### src/hw/rtl/teq_pkg.sv
package teq_pkg;

  localparam int POLE_COUNT  = 4;
  localparam int POLE_W      = (POLE_COUNT > 1) ? $clog2(POLE_COUNT) : 1;
  localparam int HIST_DEPTH  = 3;
  localparam int SAMPLE_W    = 24;
  localparam int COEF_W      = 17;
  localparam int GAIN_W      = 10;
  localparam int STAGE_W     = 32;
  localparam int CFG_INDEX_W = 3;
  localparam int CFG_DATA_W  = 17;

  localparam logic [COEF_W-1:0] LOW_COEF_RESET  = 17'd8212;
  localparam logic [COEF_W-1:0] HIGH_COEF_RESET = 17'd45709;
  localparam logic [GAIN_W-1:0] GAIN_RESET      = 10'd256;

  localparam logic CASC_LOW  = 1'b0;
  localparam logic CASC_HIGH = 1'b1;

  typedef enum logic [CFG_INDEX_W-1:0] {
    REG_LOW_COEF,
    REG_HIGH_COEF,
    REG_LOW_GAIN,
    REG_MID_GAIN,
    REG_HIGH_GAIN
  } cfg_reg_t;

  typedef enum logic [1:0] {
    BAND_LOW,
    BAND_MID,
    BAND_HIGH
  } band_t;

  typedef enum logic [3:0] {
    OP_NONE,
    OP_LOAD_IN,
    OP_PREP,
    OP_MUL,
    OP_ACC,
    OP_BPREP,
    OP_BSUM,
    OP_FINAL,
    OP_LOAD_OUT
  } op_t;

  typedef struct packed {
    op_t               op;
    logic              ch;
    logic              casc;
    logic [POLE_W-1:0] pole;
    band_t             band;
  } teq_cmd_t;

  typedef struct packed {
    logic signed [SAMPLE_W-1:0] left_in;
    logic signed [SAMPLE_W-1:0] right_in;
  } teq_in_t;

  typedef struct packed {
    logic signed [SAMPLE_W-1:0] left_out;
    logic signed [SAMPLE_W-1:0] right_out;
  } teq_out_t;

endpackage

### src/hw/rtl/teq_ctrl.sv
module teq_ctrl (
  input  logic              clk,
  input  logic              rst,
  input  logic              in_valid,
  input  logic              out_stall,
  output logic              in_stall,
  output logic              out_valid,
  output teq_pkg::teq_cmd_t cmd
);
  import teq_pkg::*;

  typedef enum logic [3:0] {
    S_IDLE,
    S_PREP,
    S_MUL,
    S_ACC,
    S_BPREP,
    S_BMUL,
    S_BSUM,
    S_FINAL,
    S_DONE
  } state_t;

  localparam logic [POLE_W-1:0] POLE_LAST = POLE_W'(POLE_COUNT - 1);

  state_t            state;
  logic              ch;
  logic              casc;
  logic [POLE_W-1:0] pole;
  band_t             band;
  logic              out_load;

  assign in_stall = (state != S_IDLE);
  assign out_load = (state == S_DONE) && (!out_valid || !out_stall);

  always_ff @(posedge clk) begin
    if (rst) begin
      state     <= S_IDLE;
      out_valid <= 1'b0;
      ch        <= 1'b0;
      casc      <= CASC_LOW;
      pole      <= '0;
      band      <= BAND_LOW;
    end else begin
      if (out_load) begin
        out_valid <= 1'b1;
      end else if (!out_stall) begin
        out_valid <= 1'b0;
      end
      case (state)
        S_IDLE: begin
          if (in_valid) begin
            state <= S_PREP;
            ch    <= 1'b0;
            casc  <= CASC_LOW;
            pole  <= '0;
          end
        end
        S_PREP: state <= S_MUL;
        S_MUL:  state <= S_ACC;
        S_ACC: begin
          if (pole == POLE_LAST) begin
            pole <= '0;
            if (casc == CASC_HIGH) begin
              casc  <= CASC_LOW;
              band  <= BAND_LOW;
              state <= S_BPREP;
            end else begin
              casc  <= CASC_HIGH;
              state <= S_PREP;
            end
          end else begin
            pole  <= pole + 1'b1;
            state <= S_PREP;
          end
        end
        S_BPREP: state <= S_BMUL;
        S_BMUL:  state <= S_BSUM;
        S_BSUM: begin
          case (band)
            BAND_LOW: begin
              band  <= BAND_MID;
              state <= S_BPREP;
            end
            BAND_MID: begin
              band  <= BAND_HIGH;
              state <= S_BPREP;
            end
            default: state <= S_FINAL;
          endcase
        end
        S_FINAL: begin
          if (ch) begin
            state <= S_DONE;
          end else begin
            ch    <= 1'b1;
            state <= S_PREP;
          end
        end
        S_DONE: begin
          if (out_load) begin
            state <= S_IDLE;
          end
        end
        default: state <= S_IDLE;
      endcase
    end
  end

  always_comb begin
    cmd.ch   = ch;
    cmd.casc = casc;
    cmd.pole = pole;
    cmd.band = band;
    case (state)
      S_IDLE:  cmd.op = in_valid ? OP_LOAD_IN : OP_NONE;
      S_PREP:  cmd.op = OP_PREP;
      S_MUL:   cmd.op = OP_MUL;
      S_ACC:   cmd.op = OP_ACC;
      S_BPREP: cmd.op = OP_BPREP;
      S_BMUL:  cmd.op = OP_MUL;
      S_BSUM:  cmd.op = OP_BSUM;
      S_FINAL: cmd.op = OP_FINAL;
      S_DONE:  cmd.op = out_load ? OP_LOAD_OUT : OP_NONE;
      default: cmd.op = OP_NONE;
    endcase
  end

endmodule

### src/hw/rtl/teq_dpath.sv
module teq_dpath (
  input  logic                             clk,
  input  logic                             rst,
  input  teq_pkg::teq_cmd_t                cmd,
  input  logic                             cfg_write,
  input  logic [teq_pkg::CFG_INDEX_W-1:0]  cfg_index,
  input  logic [teq_pkg::CFG_DATA_W-1:0]   cfg_data,
  input  teq_pkg::teq_in_t                 in_data,
  output teq_pkg::teq_out_t                out_data
);
  import teq_pkg::*;

  logic [COEF_W-1:0] low_coef;
  logic [COEF_W-1:0] high_coef;
  logic [GAIN_W-1:0] low_gain;
  logic [GAIN_W-1:0] mid_gain;
  logic [GAIN_W-1:0] high_gain;

  logic signed [STAGE_W-1:0]  stages [2][2][POLE_COUNT];
  logic signed [SAMPLE_W-1:0] hist   [2][HIST_DEPTH];
  logic signed [SAMPLE_W-1:0] sample [2];
  logic signed [SAMPLE_W-1:0] res    [2];

  logic signed [STAGE_W-1:0] run;
  logic signed [STAGE_W-1:0] lo_band;
  logic signed [STAGE_W-1:0] hp_band;
  logic signed [32:0]        opa;
  logic signed [17:0]        opb;
  logic signed [50:0]        prod;
  logic signed [47:0]        acc;

  logic signed [STAGE_W-1:0] st_cur;
  logic signed [STAGE_W-1:0] x_cur;
  logic signed [STAGE_W-1:0] prev_val;
  logic signed [32:0]        diff;
  logic [COEF_W-1:0]         coef_sel;
  logic signed [50:0]        rnd_stage;
  logic signed [34:0]        step;
  logic signed [35:0]        n_wide;
  logic signed [STAGE_W-1:0] n_sat;
  logic signed [STAGE_W-1:0] delayed;
  logic signed [32:0]        hi_band;
  logic signed [32:0]        mid_band;
  logic signed [32:0]        band_val;
  logic [GAIN_W-1:0]         gain_sel;
  logic signed [47:0]        acc_next;
  logic signed [47:0]        rnd_out;
  logic signed [31:0]        sh_out;
  logic signed [SAMPLE_W-1:0] out_sat;

  assign st_cur    = stages[cmd.ch][cmd.casc][cmd.pole];
  assign x_cur     = $signed({sample[cmd.ch], 8'b0});
  assign prev_val  = (cmd.pole == '0) ? x_cur : run;
  assign diff      = $signed({prev_val[STAGE_W-1], prev_val}) -
                     $signed({st_cur[STAGE_W-1], st_cur});
  assign coef_sel  = (cmd.casc == CASC_HIGH) ? high_coef : low_coef;

  assign rnd_stage = prod + 51'sd32768;
  assign step      = rnd_stage[50:16];
  assign n_wide    = $signed({{4{st_cur[STAGE_W-1]}}, st_cur}) +
                     $signed({step[34], step});
  assign n_sat     = (n_wide[35:31] == {5{n_wide[35]}}) ? n_wide[31:0] :
                     (n_wide[35] ? 32'sh8000_0000 : 32'sh7FFF_FFFF);

  assign delayed   = $signed({hist[cmd.ch][HIST_DEPTH-1], 8'b0});
  assign hi_band   = $signed({delayed[31], delayed}) - $signed({hp_band[31], hp_band});
  assign mid_band  = $signed({hp_band[31], hp_band}) - $signed({lo_band[31], lo_band});

  always_comb begin
    case (cmd.band)
      BAND_LOW: begin
        band_val = $signed({lo_band[31], lo_band});
        gain_sel = low_gain;
      end
      BAND_MID: begin
        band_val = mid_band;
        gain_sel = mid_gain;
      end
      default: begin
        band_val = hi_band;
        gain_sel = high_gain;
      end
    endcase
  end

  assign acc_next = ((cmd.band == BAND_LOW) ? 48'sd0 : acc) + prod[47:0];
  assign rnd_out  = acc + 48'sd32768;
  assign sh_out   = rnd_out[47:16];
  assign out_sat  = (sh_out[31:23] == {9{sh_out[31]}}) ? sh_out[23:0] :
                    (sh_out[31] ? 24'sh80_0000 : 24'sh7F_FFFF);

  always_ff @(posedge clk) begin
    if (rst) begin
      low_coef  <= LOW_COEF_RESET;
      high_coef <= HIGH_COEF_RESET;
      low_gain  <= GAIN_RESET;
      mid_gain  <= GAIN_RESET;
      high_gain <= GAIN_RESET;
      for (int c = 0; c < 2; c++) begin
        for (int k = 0; k < 2; k++) begin
          for (int p = 0; p < POLE_COUNT; p++) begin
            stages[c][k][p] <= '0;
          end
        end
        for (int h = 0; h < HIST_DEPTH; h++) begin
          hist[c][h] <= '0;
        end
      end
    end else begin
      if (cfg_write) begin
        case (cfg_index)
          REG_LOW_COEF:  low_coef  <= cfg_data[COEF_W-1:0];
          REG_HIGH_COEF: high_coef <= cfg_data[COEF_W-1:0];
          REG_LOW_GAIN:  low_gain  <= cfg_data[GAIN_W-1:0];
          REG_MID_GAIN:  mid_gain  <= cfg_data[GAIN_W-1:0];
          REG_HIGH_GAIN: high_gain <= cfg_data[GAIN_W-1:0];
          default: ;
        endcase
      end
      if (cmd.op == OP_ACC) begin
        stages[cmd.ch][cmd.casc][cmd.pole] <= n_sat;
      end
      if (cmd.op == OP_FINAL) begin
        for (int h = HIST_DEPTH - 1; h > 0; h--) begin
          hist[cmd.ch][h] <= hist[cmd.ch][h-1];
        end
        hist[cmd.ch][0] <= sample[cmd.ch];
      end
    end
  end

  always_ff @(posedge clk) begin
    case (cmd.op)
      OP_LOAD_IN: begin
        sample[0] <= in_data.left_in;
        sample[1] <= in_data.right_in;
      end
      OP_PREP: begin
        opa <= diff;
        opb <= $signed({1'b0, coef_sel});
      end
      OP_MUL: prod <= opa * opb;
      OP_ACC: begin
        run <= n_sat;
        if (cmd.casc == CASC_HIGH) begin
          hp_band <= n_sat;
        end else begin
          lo_band <= n_sat;
        end
      end
      OP_BPREP: begin
        opa <= band_val;
        opb <= $signed({8'b0, gain_sel});
      end
      OP_BSUM:  acc <= acc_next;
      OP_FINAL: res[cmd.ch] <= out_sat;
      OP_LOAD_OUT: begin
        out_data.left_out  <= res[0];
        out_data.right_out <= res[1];
      end
      default: ;
    endcase
  end

endmodule

### src/hw/rtl/three_band_equalizer.sv
// One stereo frame is in progress at a time: in_stall stays high after an input is
// accepted until the result is loaded into the output register, as the single shared
// multiplier steps through every filter pole and band gain in turn.
// A finished result waits in the output register while the next frame is accepted.
// Reset (rst, synchronous) clears filter state, input history and handshake state,
// and loads the default coefficients and unity gains.
module three_band_equalizer (
  input  logic                            clk,
  input  logic                            rst,
  input  logic                            in_valid,
  output logic                            in_stall,
  input  teq_pkg::teq_in_t                in_data,
  output logic                            out_valid,
  input  logic                            out_stall,
  output teq_pkg::teq_out_t               out_data,
  input  logic                            cfg_write,
  input  logic [teq_pkg::CFG_INDEX_W-1:0] cfg_index,
  input  logic [teq_pkg::CFG_DATA_W-1:0]  cfg_data
);
  import teq_pkg::*;

  teq_cmd_t cmd;

  teq_ctrl u_ctrl (
    .clk       (clk),
    .rst       (rst),
    .in_valid  (in_valid),
    .out_stall (out_stall),
    .in_stall  (in_stall),
    .out_valid (out_valid),
    .cmd       (cmd)
  );

  teq_dpath u_dpath (
    .clk       (clk),
    .rst       (rst),
    .cmd       (cmd),
    .cfg_write (cfg_write),
    .cfg_index (cfg_index),
    .cfg_data  (cfg_data),
    .in_data   (in_data),
    .out_data  (out_data)
  );

endmodule

### config.mk
export PLATFORM = sky130hd
export DESIGN_NAME = three_band_equalizer
export DESIGN_NICKNAME = d
export VERILOG_FILES = /design/src/hw/rtl/teq_pkg.sv /design/src/hw/rtl/teq_ctrl.sv /design/src/hw/rtl/teq_dpath.sv /design/src/hw/rtl/three_band_equalizer.sv
export SDC_FILE = /design/constraint.sdc
export NUM_CORES = 2
export LEC_CHECK = 0
export BUFFER_PORTS_ARGS = -buffer_cell sky130_fd_sc_hd__buf_2
export CAP_MARGIN = 30
export CORE_MARGIN = 5
export CORE_UTILIZATION = 55
export CTS_CLUSTER_DIAMETER = 30
export CTS_CLUSTER_SIZE = 28
export DETAILED_ROUTE_END_ITERATION = 8
export PLACE_DENSITY = 0.71
export SYNTH_ARGS = -nofsm -noshare
export SYNTH_HDL_FRONTEND = slang
export SYNTH_SLANG_ARGS = --single-unit
export TNS_END_PERCENT = 30
### constraint.sdc
create_clock -name clk -period 9.3 [get_ports clk]
set_input_delay 1.86 -clock clk [delete_from_list [all_inputs] [get_ports clk]]
set_output_delay 1.86 -clock clk [all_outputs]
set_load 0.01 [all_outputs]
# Yosys cells after proc, flatten, opt, wreduce, memory -nomap -nowiden
# Memory sizes are Yosys's and may differ from the RTL's. A register that Yosys moved wholly into a read port is not among the register bits.
# Index checks and enable logic that the tools add are counted.
# totals
regBits,321
latch_bits,0
mem_bits_rw,752
mem_bits_ro,0
inputBits,73
out_inout_bits,50
wordCells,167
mem_count,4
# op_classes
add_sub_neg,8
n_mul,1
n_div,0
order_cmp,4
n_eq_ne,30
n_shift,0
mux,68
n_bitwise,3
n_reduce_logical,31
# mem_list
memory,words,width,rd,rd_clocked_by_memory_dff,wr,line_no,text
u_dpath.stages,2,256,1,1,2,teq_dpath.sv:19,logic signed [STAGE_W-1:0] stages [2][2][POLE_COUNT];
u_dpath.hist,2,72,1,1,2,teq_dpath.sv:20,logic signed [SAMPLE_W-1:0] hist [2][HIST_DEPTH];
u_dpath.res,2,24,2,2,1,teq_dpath.sv:22,logic signed [SAMPLE_W-1:0] res [2];
u_dpath.sample,2,24,1,1,2,teq_dpath.sv:21,logic signed [SAMPLE_W-1:0] sample [2];
# op_table
cell,count
$mux 256,3
$mux 128,4
$reduce_or 256->1,1
$mux 32,6
$pmux 33 s2,2
$demux 128 s1,1
$sub 32x32->33,3
$mux 72,1
$reduce_or 72->1,1
$bmux 32 s2,1
$demux 32 s2,1
$add 51x17->51 const B,1
$mul 33x18->51,1
$add 48x17->48 const B,1
$add 48x48->48,1
$mux 24,2
$mux 48,1
$add 32x35->36,1
$pmux 18 s2,1
$pmux 4 s9,1
$eq 4x3->1 const B,8
$pmux 4 s8,1
$mux 1,25
$pmux 10 s2,1
39 further kinds,76

# Logic depth before layout (Yosys ltp)
# logic_depth
depth_word,11
mapped_depth,25
ltp_nobuf,24

# Hierarchy
# A second synthesis with hierarchy kept.
# hier_totals
cells_unflattened,6459
area_unflattened_um2,74097.3
# by_module_without_submodules
mod,n_inst,cells_per_inst,area_each_um2,seq_area_each_um2
teq_dpath,1,6373,73412.9,32661.3
teq_ctrl,1,86,684.4,220.2

# Worst setup path after synthesis
# Ideal clock, no wire load.
# synth_path
kind,register to register
start,register u_dpath.opb[3]
end,register u_dpath.prod[50] (data pin)
setup_time_ns,0.260
arrival_time_ns,6.242
t_required_ns,9.040
setup_slack_ns,2.798
stages_incl_launch_ff,24
n_path_buf,1
period_less_slack_ns,6.502
cell_sequence,edfxtp_1 clkbuf_1 and2_1 fa_1 inv_1 fa_1 fa_1 fa_1 inv_1 fa_1 inv_1 fa_1 inv_1 ha_1 a21oi_1 o21ai_0 a211oi_1 o211ai_1 a31oi_1 o21ai_0 a311oi_1 a31oi_1 a21oi_1 xnor2_1
# synth_via
elab_chain_len,1
# synth_rtl
item,line_no,text
start: declaration,teq_dpath.sv:28,logic signed [17:0] opb;
start signal: assignment,teq_dpath.sv:140,"opb <= $signed({1'b0, coef_sel});"
start signal: assignment,teq_dpath.sv:153,"opb <= $signed({8'b0, gain_sel});"
$mul 33x18->51,teq_dpath.sv:142,OP_MUL: prod <= opa * opb;
end signal: assignment,teq_dpath.sv:142,
end: declaration,teq_dpath.sv:29,logic signed [50:0] prod;
# No other way between the ends.
# A chain may end at the register's enable or synchronous reset.

# Final worst setup path
# layout_path
start,register u_dpath.opb[6]
end,register u_dpath.prod[50] (data pin)
# The elaborated chain is that of the path after synthesis.

==> out/qor.csv <==
stage,metric,value,unit
yosys,synth cell count leaders,"edfxtp_1, inv_1, nand2_1, fa_1, nor2_1",
clocking,Bufs on Longest Clock Path,3,
yosys,synthesized area,74600,um2
timing,final hold violations,0,
timing,Setup-failing EPs final,0,
detailed_routing,drt wl/cell,23.9,um
yosys,most frequent cell after synthesis,edfxtp_1,
yosys,Post-synth EDFFs,1045,
clocking,CTS Buf Count,224,
yosys,Syn Nets,7480,
layout,final net count,7618,
yosys,Avg Synthesized Cell Area,11.3,um2
global_routing,largest net degree at the start of global routing,80,
min_path,hold_sp,u_dpath.res[0][18],
clocking,hold buffers post-CTS,0,
yosys,async set-reset flop share out of synthesis,0,
clocking,clk root buf,clkbuf_16,
critical_path,peak fanout along the critical path,23,
critical_path,ordered list of cells on the worst path,"buf_4, and2_1, fa_1, inv_1, fa_1, fa_1, inv_1, fa_1, fa_1, inv_1, fa_1, inv_1, ha_1, a21oi_1, o21ai_0, nor3_1, o211ai_1, a31oi_1, o21ai_0, a311oi_1, a31oi_1, a21oi_1, xnor2_1",
critical_path,Critical R2R Capture,u_dpath.prod[50],
timing,Worst-Margin Slew,1.11,ns
detailed_routing,Total Routed Length,208000,um
layout,layout cell share with drive strength beyond 1,0.155,
place,IO buf count,122,
floorplanning,core area,135000,um2
clocking,clock slew at reported path FFs,0.06,ns
run,Max-cap violations,0,
detailed_routing,DRT Pass-1 Iters,6,
timing,Fmax achieved,128,MHz
clocking,CTS HTree Levels,4,
layout,non-filler instance count after layout,8694,
yosys,Area contributors post-synth,"edfxtp_1, fa_1, ha_1, mux4_2, inv_1",
critical_path,slowest CP cell,edfxtp_1,
timing,setup TNS,0,ns
timing,Final Cycle Share,0.841,
detailed_routing,routed vias/inst,5.93,
global_routing,first-pass GRT wire length,318000,um
global_routing,GRT Util Overall,0.295,
floorplanning,Total Die Area,143000,um2
min_path,Hold Path Stages,0,
floorplanning,Core Rows,135,
detailed_routing,ANT nets after route,0,
clocking,clk_lat worst skew,0.89,ns
critical_path,CP Launch Type,register,
global_routing,number of global-route vias before repair,53160,
layout,Layout area overhead,14.1,%
critical_path,Worst Setup End Kind,register,
clocking,Post-CTS Setup Inserts,0,
timing,Max transition margin,0.263,
detailed_routing,initial drt markers,5397,
run_status,status,finished clean,
clocking,CTS Sinks,1121,
floorplanning,Ports,123,
global_routing,initial antenna violation count,6,
timing,Slew Limit Fails,0,
global_routing,gr ovfl total,0,
critical_path,Worst EP arrival,8.36,ns
critical_path,Most Frequent Cell on Critical Path,fa_1,
yosys,Ys Warns,0,
place,Placer Congestion,0.954,
floorplanning,initial core utilization,0.552,
yosys,cell taking the most area after synthesis,edfxtp_1,
layout,final core utilization,0.629,
floorplanning,DIE WIDTH,378,um
yosys,"Seq/Total Area, Yosys",0.441,
timing,Period minus WS final,7.83,ns
place,Placed Cells,8262,
yosys,top_reg_cell synth,edfxtp_1,
layout,Multi-input gate area,37400,um2
place,hpwl dp,146000,um
yosys,"Distinct cells, synth",84,
clocking,cts repair resizes,0,
critical_path,CP required,9.83,ns
yosys,Synth top area share,0.421,
layout,fillers,10323,
yosys,Mapped Cells,6570,
layout,Register Area,32900,um2
timing,skew final,0.121,ns
detailed_routing,via count,51548,
critical_path,r2r worst-path depth,23,
critical_path,reg2reg start,u_dpath.opb[6],
critical_path,WS Path Type,register to register,
min_path,Worst Hold Class,register to register,
timing,RSZ-0062 raised after global routing,no,
clocking,CTS tree,done,
detailed_routing,# DRC,0,
critical_path,max incr delay on CP,1.01,ns
floorplanning,Die Y-Extent,378,um
critical_path,Critical path origin,u_dpath.opb[6],
yosys,Seq cells post-synth,1121,
min_path,hold endpoint,out_data[42],
critical_path,reg2reg setup slack,1.47,ns
registers in the layout, summed over array words and instances (netlist names), 17 cells and up, named ones only:
signal             cells
u_dpath.hp_band       32
u_dpath.hist         144
u_dpath.run           32
u_dpath.opb           17
u_dpath.opa           33
u_dpath.stages       512
u_dpath.acc           48
u_dpath.res           48
u_dpath.low_coef      17
u_dpath.lo_band       32
u_dpath.prod          51
u_dpath.high_coef     17
out_data              48
u_dpath.sample        48
stage by stage:
step | worst slack, ns | hold WS (ns) | cell area (um2)
after floorplan | 2.80 | 0.400 | 74600
after global placement | 1.86 | 0.401 | 77000
after detailed placement | 1.71 | 0.405 | 77000
after CTS | 1.61 | 0.409 | 85000
after global routing | 1.03 | 0.417 | 85000
final | 1.47 | 0.407 | 85000
logic make-up after synthesis:
family,after synthesis,synth area share
mux,297,0.0671
buf+inv,1112,0.0589
fa+ha+maj,837,0.195
simple gates,2047,0.132
flops,1121,0.441
compound gates,896,0.0754
xor+xnor,260,0.0305
layout by cell type (no fill, tap or decap), types with 71 or more instances in the layout:
master / synthesis / layout
o21ai_0: 151 / 151
nor2_2: 180 / 182
xnor2_1: 165 / 165
and2_1: 249 / 249
dfxtp_1: 76 / 71
buf_4: 0 / 116
clkbuf_16: 0 / 225
a21o_1: 122 / 116
mux4_2: 160 / 160
nand2_1: 654 / 654
nor2b_1: 79 / 79
a21oi_1: 338 / 337
buf_2: 11 / 122
nor2_1: 510 / 504
edfxtp_1: 1045 / 1045
inv_1: 778 / 776
mux2i_1: 112 / 112
nand3_1: 81 / 81
fa_1: 540 / 540
xor2_1: 95 / 95
ha_1: 297 / 296
worst max path at each step:
stage	to	cells after the start
6_report	u_dpath.prod[50]	23
5_1_grt	u_dpath.prod[45]	23
4_1_cts	u_dpath.prod[50]	23
3_5_place_dp	u_dpath.prod[50]	23
3_3_place_gp	u_dpath.prod[45]	23
2_1_floorplan	u_dpath.prod[50]	23
area by class of cell:
type | instances | share of cell area
repair buffers | 244 | 0.0190
well taps | 1781 | 0.0262
inverters | 780 | 0.0344
diodes | 3 | 0.0000883
flip-flops and latches | 1121 | 0.387
clock inverters | 182 | 0.0262
clock buffers | 246 | 0.0675
multi-input cells | 4337 | 0.440
routing by layer:
layer | track usage | vias up | part of all wire | wire length (um)
li1 | - | 22786 | - | -
met1 | 0.386 | 25744 | 0.38 | 79500
met2 | 0.484 | 2521 | 0.48 | 100000
met3 | 0.0550 | 495 | 0.089 | 18500
met4 | 0.130 | 2 | 0.048 | 9990
met5 | 0 | - | 0.000043 | 9
worst max-delay path: cells and delay by family (launching register included):
kind                     cells  cell delay [ns]
AO/OA/AOI/OAI                8             2.15
AND/OR/NAND/NOR              2             0.37
flip-flops                   1             1.01
adder cells (fa/ha/maj)      7             3.28
XOR/XNOR                     1             0.08
buffers and inverters        5             0.58
Power is not shown: default switching activity piles up to over one toggle a cycle in this logic, so the estimate is an artifact.
